`config.mk`:
```
export PLATFORM = sky130hd
export DESIGN_NAME = char_lcd_write_sequencer_core
export DESIGN_NICKNAME = d
export VERILOG_FILES = /design/src/rtl/core/clws_pkg.sv /design/src/rtl/core/clws_ucode_rom.sv /design/src/rtl/core/char_lcd_write_sequencer_core.sv
export SDC_FILE = /design/constraint.sdc
export NUM_CORES = 1
export LEC_CHECK = 0
export BUFFER_PORTS_ARGS = -buffer_cell sky130_fd_sc_hd__buf_2
export CAP_MARGIN = 5
export CORE_AREA = 2 2 97 99
export CTS_CLUSTER_DIAMETER = 100
export DETAILED_ROUTE_END_ITERATION = 7
export DIE_AREA = 0 0 99 101
export RECOVER_POWER = 50
export SLEW_MARGIN = 10
export SYNTH_ARGS = -nofsm -noshare
export SYNTH_HDL_FRONTEND = slang
export SYNTH_SLANG_ARGS = --single-unit
```
`constraint.sdc`:
```
create_clock -name clk -period 3.43 [get_ports clk]
set_input_delay 1.029 -clock clk [delete_from_list [all_inputs] [get_ports clk]]
set_output_delay 1.029 -clock clk [all_outputs]
set_load 0.02 [all_outputs]
```
`src/rtl/core/clws_pkg.sv`:
```
// Shared types and constants for the character LCD write sequencer.
// Holds the microcode word layout, step addresses, command bytes and hold codes.
// No dependencies.
package clws_pkg;

  localparam int MODE_W    = 3;
  localparam int BYTE_W    = 8;
  localparam int COL_W     = 6;
  localparam int HOLD_W    = 16;
  localparam int PC_W      = 6;
  localparam int CFG_IDX_W = 2;

  // Request kinds
  localparam logic [MODE_W-1:0] MODE_INIT   = 3'd0;
  localparam logic [MODE_W-1:0] MODE_CMD    = 3'd1;
  localparam logic [MODE_W-1:0] MODE_CHAR   = 3'd2;
  localparam logic [MODE_W-1:0] MODE_HEX    = 3'd3;
  localparam logic [MODE_W-1:0] MODE_CURSOR = 3'd4;
  localparam logic [MODE_W-1:0] MODE_CLEAR  = 3'd5;

  // Configuration register indexes
  localparam logic [CFG_IDX_W-1:0] CFG_CURSOR_ON = 2'd0;
  localparam logic [CFG_IDX_W-1:0] CFG_BLINKING  = 2'd1;

  // LCD command bytes
  localparam logic [BYTE_W-1:0] CMD_FUNC_SET = 8'h3C;
  localparam logic [BYTE_W-1:0] CMD_DISP_ON  = 8'h0C;
  localparam logic [BYTE_W-1:0] CMD_CLEAR    = 8'h01;
  localparam logic [BYTE_W-1:0] CMD_ENTRY    = 8'h06;
  localparam logic [BYTE_W-1:0] CMD_SET_ADDR = 8'h80;

  // Byte source select
  localparam logic [2:0] SEL_FUNC   = 3'd0;
  localparam logic [2:0] SEL_DISP   = 3'd1;
  localparam logic [2:0] SEL_CLR    = 3'd2;
  localparam logic [2:0] SEL_ENTRY  = 3'd3;
  localparam logic [2:0] SEL_VAL    = 3'd4;
  localparam logic [2:0] SEL_HEX_HI = 3'd5;
  localparam logic [2:0] SEL_HEX_LO = 3'd6;
  localparam logic [2:0] SEL_CURSOR = 3'd7;

  // Hold time codes
  localparam logic [1:0] HLD_POWER = 2'd0;
  localparam logic [1:0] HLD_CLEAR = 2'd1;
  localparam logic [1:0] HLD_SETUP = 2'd2;
  localparam logic [1:0] HLD_PULSE = 2'd3;

  localparam logic [HOLD_W-1:0] US_POWER = 16'd40000;
  localparam logic [HOLD_W-1:0] US_CLEAR = 16'd1520;
  localparam logic [HOLD_W-1:0] US_SETUP = 16'd100;
  localparam logic [HOLD_W-1:0] US_PULSE = 16'd50;

  // Program entry points
  localparam logic [PC_W-1:0] PC_INIT   = 6'd0;
  localparam logic [PC_W-1:0] PC_CMD    = 6'd26;
  localparam logic [PC_W-1:0] PC_CHAR   = 6'd30;
  localparam logic [PC_W-1:0] PC_HEX    = 6'd34;
  localparam logic [PC_W-1:0] PC_CURSOR = 6'd42;
  localparam logic [PC_W-1:0] PC_CLEAR  = 6'd46;

  // One control word per emitted phase
  typedef struct packed {
    logic       en;    // enable pin level
    logic       load;  // latch rs/byte in this phase
    logic       rs;    // rs level to latch
    logic [2:0] sel;   // byte source
    logic [1:0] hold;  // hold code
    logic       last;  // final phase of the request
  } ucode_t;

endpackage

```
`src/rtl/core/clws_ucode_rom.sv`:
```
// Microcode table of the LCD write sequencer: one control word per step.
// Depends on clws_pkg.
module clws_ucode_rom (
  input  logic [clws_pkg::PC_W-1:0] pc,
  output clws_pkg::ucode_t          word
);
  import clws_pkg::*;

  // One of the four phases of a byte write
  function automatic ucode_t byte_ph(input logic [1:0] ph, input logic [2:0] sel,
                                     input logic rs, input logic last);
    ucode_t w;
    w.en   = (ph == 2'd2);
    w.load = (ph == 2'd1);
    w.rs   = rs;
    w.sel  = sel;
    w.hold = (ph[1] == 1'b0) ? HLD_SETUP : HLD_PULSE;
    w.last = last && (ph == 2'd3);
    return w;
  endfunction

  // Pins unchanged, enable low
  function automatic ucode_t wait_ph(input logic [1:0] hold, input logic last);
    ucode_t w;
    w.en   = 1'b0;
    w.load = 1'b0;
    w.rs   = 1'b0;
    w.sel  = SEL_VAL;
    w.hold = hold;
    w.last = last;
    return w;
  endfunction

  always_comb begin
    case (pc)
      6'd0:                    word = wait_ph(HLD_POWER, 1'b0);
      6'd1, 6'd2, 6'd3, 6'd4:  word = byte_ph(2'(pc - 6'd1), SEL_FUNC, 1'b0, 1'b0);
      6'd5:                    word = wait_ph(HLD_SETUP, 1'b0);
      6'd6, 6'd7, 6'd8, 6'd9:  word = byte_ph(2'(pc - 6'd6), SEL_FUNC, 1'b0, 1'b0);
      6'd10:                   word = wait_ph(HLD_SETUP, 1'b0);
      6'd11, 6'd12, 6'd13, 6'd14:
                               word = byte_ph(2'(pc - 6'd11), SEL_DISP, 1'b0, 1'b0);
      6'd15:                   word = wait_ph(HLD_SETUP, 1'b0);
      6'd16, 6'd17, 6'd18, 6'd19:
                               word = byte_ph(2'(pc - 6'd16), SEL_CLR, 1'b0, 1'b0);
      6'd20:                   word = wait_ph(HLD_CLEAR, 1'b0);
      6'd21, 6'd22, 6'd23, 6'd24:
                               word = byte_ph(2'(pc - 6'd21), SEL_ENTRY, 1'b0, 1'b0);
      6'd25:                   word = wait_ph(HLD_CLEAR, 1'b1);
      6'd26, 6'd27, 6'd28, 6'd29:
                               word = byte_ph(2'(pc - PC_CMD), SEL_VAL, 1'b0, 1'b1);
      6'd30, 6'd31, 6'd32, 6'd33:
                               word = byte_ph(2'(pc - PC_CHAR), SEL_VAL, 1'b1, 1'b1);
      6'd34, 6'd35, 6'd36, 6'd37:
                               word = byte_ph(2'(pc - PC_HEX), SEL_HEX_HI, 1'b1, 1'b0);
      6'd38, 6'd39, 6'd40, 6'd41:
                               word = byte_ph(2'(pc - 6'd38), SEL_HEX_LO, 1'b1, 1'b1);
      6'd42, 6'd43, 6'd44, 6'd45:
                               word = byte_ph(2'(pc - PC_CURSOR), SEL_CURSOR, 1'b0, 1'b1);
      6'd46, 6'd47, 6'd48, 6'd49:
                               word = byte_ph(2'(pc - PC_CLEAR), SEL_CLR, 1'b0, 1'b0);
      6'd50:                   word = wait_ph(HLD_CLEAR, 1'b1);
      default:                 word = wait_ph(HLD_SETUP, 1'b1);
    endcase
  end

endmodule

```
`src/rtl/core/char_lcd_write_sequencer_core.sv`:
```
// Character LCD write sequencer: turns requests into timed 8-bit bus phases.
// The accepted request loads the step counter, which walks the microcode ROM; each phase
// is registered into the output payload registers. One phase per cycle while the output is
// not stalled; 4, 5, 8 or 26 phases per request. New requests are stalled until the last
// phase is emitted. Output stall freezes the step counter.
// Reset (sync, rst_n low): idle, no phase pending, RS/bus levels and options zero.
module char_lcd_write_sequencer_core (
  input  logic                            clk,
  input  logic                            rst_n,
  // request channel
  input  logic                            in_valid,
  output logic                            in_stall,
  input  logic [clws_pkg::MODE_W-1:0]     in_mode,
  input  logic [clws_pkg::BYTE_W-1:0]     in_byte_value,
  input  logic                            in_line_select,
  input  logic [clws_pkg::COL_W-1:0]      in_column,
  // phase channel
  output logic                            out_valid,
  input  logic                            out_stall,
  output logic                            out_reg_select,
  output logic                            out_read_write,
  output logic [clws_pkg::BYTE_W-1:0]     out_data_bus,
  output logic                            out_enable_pin,
  output logic [clws_pkg::HOLD_W-1:0]     out_hold_us,
  output logic                            out_last_phase,
  // configuration write channel
  input  logic                            cfg_valid,
  output logic                            cfg_ready,
  input  logic [clws_pkg::CFG_IDX_W-1:0]  cfg_index,
  input  logic                            cfg_data
);
  import clws_pkg::*;

  // control state
  logic              busy_r, busy_nxt;
  logic [PC_W-1:0]   pc_r, pc_nxt;
  logic              out_valid_r, out_valid_nxt;
  // pin state that persists across requests
  logic              rs_r, rs_nxt;
  logic [BYTE_W-1:0] bus_r, bus_nxt;
  // options
  logic              cursor_on_r, blinking_r;
  // captured request fields
  logic [BYTE_W-1:0] val_r;
  logic              line_r;
  logic [COL_W-1:0]  col_r;
  // output payload
  logic              o_rs_r, o_en_r, o_last_r;
  logic [BYTE_W-1:0] o_bus_r;
  logic [HOLD_W-1:0] o_hold_r;

  ucode_t            word;
  logic              in_fire, mode_ok, emit;
  logic [PC_W-1:0]   entry_pc;
  logic [BYTE_W-1:0] sel_byte, ph_bus;
  logic              ph_rs;
  logic [HOLD_W-1:0] ph_hold;

  function automatic logic [BYTE_W-1:0] hex_char(input logic [3:0] nib);
    logic [BYTE_W-1:0] c;
    if (nib < 4'd10) c = 8'h30 + {4'd0, nib};
    else             c = 8'h37 + {4'd0, nib};
    return c;
  endfunction

  clws_ucode_rom u_rom (
    .pc   (pc_r),
    .word (word)
  );

  // Requests only while the program is idle; unknown modes are taken and dropped.
  assign in_stall  = busy_r;
  assign in_fire   = in_valid && !in_stall;
  assign mode_ok   = in_mode inside {[MODE_INIT:MODE_CLEAR]};
  assign cfg_ready = 1'b1;

  always_comb begin
    case (in_mode)
      MODE_INIT:   entry_pc = PC_INIT;
      MODE_CMD:    entry_pc = PC_CMD;
      MODE_CHAR:   entry_pc = PC_CHAR;
      MODE_HEX:    entry_pc = PC_HEX;
      MODE_CURSOR: entry_pc = PC_CURSOR;
      MODE_CLEAR:  entry_pc = PC_CLEAR;
      default:     entry_pc = PC_INIT;
    endcase
  end

  // byte source for load steps
  always_comb begin
    case (word.sel)
      SEL_FUNC:   sel_byte = CMD_FUNC_SET;
      SEL_DISP:   sel_byte = CMD_DISP_ON | {6'd0, cursor_on_r, blinking_r};
      SEL_CLR:    sel_byte = CMD_CLEAR;
      SEL_ENTRY:  sel_byte = CMD_ENTRY;
      SEL_VAL:    sel_byte = val_r;
      SEL_HEX_HI: sel_byte = hex_char(val_r[7:4]);
      SEL_HEX_LO: sel_byte = hex_char(val_r[3:0]);
      SEL_CURSOR: sel_byte = CMD_SET_ADDR | {1'b0, line_r, col_r};
      default:    sel_byte = val_r;
    endcase
  end

  always_comb begin
    case (word.hold)
      HLD_POWER: ph_hold = US_POWER;
      HLD_CLEAR: ph_hold = US_CLEAR;
      HLD_SETUP: ph_hold = US_SETUP;
      HLD_PULSE: ph_hold = US_PULSE;
      default:   ph_hold = US_SETUP;
    endcase
  end

  // a load step drives the new levels in the same phase it latches them
  assign ph_rs  = word.load ? word.rs : rs_r;
  assign ph_bus = word.load ? sel_byte : bus_r;

  // step whenever the output register is free or drains this cycle
  assign emit = busy_r && (!out_valid_r || !out_stall);

  always_comb begin
    busy_nxt      = busy_r;
    pc_nxt        = pc_r;
    out_valid_nxt = out_valid_r;
    rs_nxt        = rs_r;
    bus_nxt       = bus_r;
    if (out_valid_r && !out_stall) begin
      out_valid_nxt = 1'b0;
    end
    if (emit) begin
      out_valid_nxt = 1'b1;
      rs_nxt        = ph_rs;
      bus_nxt       = ph_bus;
      pc_nxt        = pc_r + 6'd1;
      if (word.last) begin
        busy_nxt = 1'b0;
      end
    end else if (in_fire && mode_ok) begin
      busy_nxt = 1'b1;
      pc_nxt   = entry_pc;
    end
  end

  always_ff @(posedge clk) begin
    if (!rst_n) begin
      busy_r      <= 1'b0;
      pc_r        <= PC_INIT;
      out_valid_r <= 1'b0;
      rs_r        <= 1'b0;
      bus_r       <= '0;
      cursor_on_r <= 1'b0;
      blinking_r  <= 1'b0;
    end else begin
      busy_r      <= busy_nxt;
      pc_r        <= pc_nxt;
      out_valid_r <= out_valid_nxt;
      rs_r        <= rs_nxt;
      bus_r       <= bus_nxt;
      if (cfg_valid && cfg_ready) begin
        if (cfg_index == CFG_CURSOR_ON) cursor_on_r <= cfg_data;
        if (cfg_index == CFG_BLINKING)  blinking_r  <= cfg_data;
      end
    end
  end

  // payload registers
  always_ff @(posedge clk) begin
    if (in_fire) begin
      val_r  <= in_byte_value;
      line_r <= in_line_select;
      col_r  <= in_column;
    end
    if (emit) begin
      o_rs_r   <= ph_rs;
      o_bus_r  <= ph_bus;
      o_en_r   <= word.en;
      o_hold_r <= ph_hold;
      o_last_r <= word.last;
    end
  end

  assign out_valid      = out_valid_r;
  assign out_reg_select = o_rs_r;
  assign out_read_write = 1'b0;
  assign out_data_bus   = o_bus_r;
  assign out_enable_pin = o_en_r;
  assign out_hold_us    = o_hold_r;
  assign out_last_phase = o_last_r;

`ifndef ASSERT_OFF
  // a valid request starts the program
  a_start: assert property (@(posedge clk) disable iff (!rst_n)
    (in_fire && mode_ok) |=> busy_r)
    else $error("valid request did not start the sequencer");

  // the last step ends the program
  a_stop: assert property (@(posedge clk) disable iff (!rst_n)
    (emit && word.last) |=> !busy_r)
    else $error("sequencer kept running after last phase");

  // enable pulses are always the short hold
  a_pulse: assert property (@(posedge clk) disable iff (!rst_n)
    (out_valid && out_enable_pin) |-> (out_hold_us == US_PULSE))
    else $error("enable high with wrong hold time");

  // a finished phase is never overwritten while stalled
  a_hold: assert property (@(posedge clk) disable iff (!rst_n)
    (out_valid_r && out_stall) |=> (out_valid_r && $stable(o_bus_r) && $stable(o_hold_r)))
    else $error("stalled phase was overwritten");
`endif

endmodule
```
==> key figures <==
Outcome
  – Outcome: finished, final reports clean

Global route
  – GR Overflow Total: 0
  – First-pass GRT wire length: 14400 µm
  – GRT Overall Usage: 17.8%
  – Vias in the first global route: approximately 2.8k
  – Largest net degree at the start of global routing: 23
  – Initial antenna violation count: 0

Cells and area
  – Final Cell Area: 0.00390 mm²
  – Finished Layout Cells: ~530
  – Utilization after layout: 43.4%
  – Area grow syn2layout: 11.0%
  – Final Net Count: 452
  – Ant. Diodes: 0
  – Layout cells sized above 1: between 10% and 20%

Pwr
  – Leak: ~1.4 nW
  – Net switching power: 616 µW
  – Max VDD drop: 0.197 mV
  – Cell internal pwr: between 1 and 1.5 mW
  – Power, Total: around 1.7 mW
  – Clock power share: approximately a fifth
  – Seq pwr share: 46.6%
  – Sw frac: 36.0%
  – Cell Pwr Density: about 440 mW/mm²
  – Logic pwr share: 32.4%

Logic synthesis
  – Syn Std Cell Area: 0.00351 mm²
  – Sequential-to-total area share from yosys stat: 39.9%
  – Post-synth EDFFs: 34
  – Most common library cells after synthesis: 34 x edfxtp_1, 24 x a21oi_1, 24 x o21ai_0
  – Mapped Cells: 375
  – Syn Area/Cell: 9.36 µm²
  – Synth top area cells: edfxtp_1 29%, dfxtp_1 11%, a21oi_1 3.4%
  – Top cell type's share of synthesized area: between 20% and 30%
  – Most numerous cell in the Yosys netlist: edfxtp_1
  – Yosys cell types: slightly above 80
  – #FFs+latches synth: 53
  – FFs w/ async S/R, synth: 0%
  – Ys Warns: 0
  – Dominant cell type by area after synthesis: edfxtp_1
  – Ys flop type: edfxtp_1

Clock tree
  – Clk root buf: clkbuf_8
  – Clock Pin Slew Worst Setup and Hold Paths: 0.10 ns
  – Total CTS buffers: 5
  – TritonCTS clock tree: yes
  – H-tree depth: 2
  – Worst skew pair latency: 0.31 ns
  – Clk sink count: 53
  – Max Buffers Root-to-Sink: 2

Timing
  – Max Clk Rate: 308 MHz
  – Fin. Hold Viols: 0
  – Relative max-transition margin: between 20 and 30%
  – Final-report setup violation count: 0
  – Fin worst setup slack: 0.179 ns
  – RSZ-0062 raised after global routing: no
  – Period utilization: 94.8%
  – Slew at the pin closest to its max-slew limit: 1.08 ns
  – Min Tclk post-route: 3.25 ns
  – Setup TNS: 0 ns
  – Final slew viol count: 0
  – WHS: 0.464 ns
  – Clk_skew: 0.00654 ns

Worst setup path
  – Worst-path fanout max: 15
  – CP startpoint kind: register
  – Crit path max-delay cell type: a2111oi_1
  – CP Class: reg -> reg
  – Setup crit end kind: register
  – Req. time, crit path: ~3.6 ns
  – Slowest stage delay, CP: 0.59 ns
  – Number of buffers and inverters on the critical path: 0
  – Critical path's top delay family: compound AO/OA/AOI/OAI gates
  – Worst EP arrival: 3.41 ns
  – Cells along the critical path: ha_1 > or2_1 > o21ai_0 > o32a_1 > and2_4 > a2111oi_1 > nor4_1 > o22ai_1

Routing
  – Initial DRC count: 325
  – DRC viols: 0
  – Vias per inst: 5.86
  – Detail Route Antenna Nets: 0
  – Routed WL: 9030 µm
  – Router iterations before antenna repair: 8
  – Routed len/inst: ~17 µm
  – Via Count: 3114

Placement
  – Post-Place Worst Slack: 0.234 ns
  – Hpwl dp: 6590 µm
  – RePlAce Congestion: 0.924
  – Placed Area: 0.00384 mm²
  – Port bufs: 49
  – Dpl cells: about 520

Floorplanning
  – Ports: 57
  – DIE AREA: 0.0100 mm²
  – Die W: slightly below 100 µm
  – Site row count: 35
  – Core Footprint: around 0.0090 mm²
  – Initial Util: 39.1%
  – Die height: 101 µm

Min path
  – Hold/Removal Path Class: reg -> reg

Flow run
  – # Max-Cap Violations: 0
-- layer usage --
layer	GRT usage, %	up-vias	wire length (µm)
met3	3.74	22	674
met4	4.85	0	195
li1	-	1487	-
met5	0	-	0
met2	26.7	165	3800
met1	26.0	1440	4360
-- final cells by class --
cell class	instances	area, µm²
Fill cell	899	5080
Multi-Input combinational cell	274	1850
Sequential cell	53	1400
Timing Repair Buffer	67	352
Tap cell	111	139
Clock buffer	6	72.6
Inverter	18	67.6
Clock inverter	2	13.8
-- state kept, by name, indices dropped and copies added, names as in the netlist --
register / flops
bus_r: 8
out_data_bus: 8
out_hold_us: 8
val_r: 8
col_r: 6
pc_r: 6
blinking_r: 1
cursor_on_r: 1
in_stall: 1
line_r: 1
out_enable_pin: 1
out_last_phase: 1
out_reg_select: 1
out_valid: 1
rs_r: 1
-- worst paths after layout --
check	start	end	slack, ns	depth (start not counted)
worst max-delay path	pc_r[1]$_SDFFE_PN0P_	out_data_bus[0]$_DFFE_PP_	0.18	8
worst min-delay path	rs_r$_SDFFE_PN0P_	rs_r$_SDFFE_PN0P_	0.46	2
worst max register to register	pc_r[1]$_SDFFE_PN0P_	out_data_bus[0]$_DFFE_PP_	0.18	8
worst min register to register	rs_r$_SDFFE_PN0P_	rs_r$_SDFFE_PN0P_	0.46	2
-- worst min-delay path: cells and delay by family, from the launching register on --
kind | cells | cell delay (ns)
flops | 1 | 0.32
simple gates | 2 | 0.11
-- cell families (layout without fill, tap and decap cells) --
kind of cell,after synthesis,in the layout,synth area share [%]
buf+inv,53,93,7.95
mux,12,12,4.10
compound gates,124,124,24.9
xor+xnor,5,5,1.25
other cells,2,7,0.214
flops,53,53,39.9
simple gates,119,119,19.2
fa+ha+maj,7,7,2.49
-- what timing repair did --
item	CTS	global route
endpoints found under the setup margin	0	2
resized for setup	0	1
hold buffers	0	0
buffers inserted	0	0
-- placed cells by master, fill, tap and decap left out, types with 6 or more instances in the layout --
| cell | count |
|---|---|
| nor2_1 | 20 |
| ha_1 | 7 |
| and2_1 | 10 |
| nand2_1 | 20 |
| o22ai_1 | 7 |
| nor3_1 | 8 |
| nand3_1 | 8 |
| clkbuf_1 | 24 |
| conb_1 | 7 |
| inv_1 | 17 |
| nor3b_1 | 6 |
| buf_2 | 26 |
| buf_4 | 18 |
| nor4_1 | 6 |
| o21ai_0 | 24 |
| dfxtp_1 | 18 |
| a21oi_1 | 24 |
| edfxtp_1 | 34 |
| nor2b_1 | 7 |
-- power groups by stage --
stage          Combinational [mW]  Clock (mW)  Sequential (mW)
3_3_place_gp                0.550           0            0.809
4_1_cts                     0.552       0.377            0.796
3_5_place_dp                0.548           0            0.811
5_1_grt                     0.596       0.394            0.805
6_report                    0.554       0.360            0.797
2_1_floorplan               0.383           0            0.826
Power figures use the tool's default switching activity.
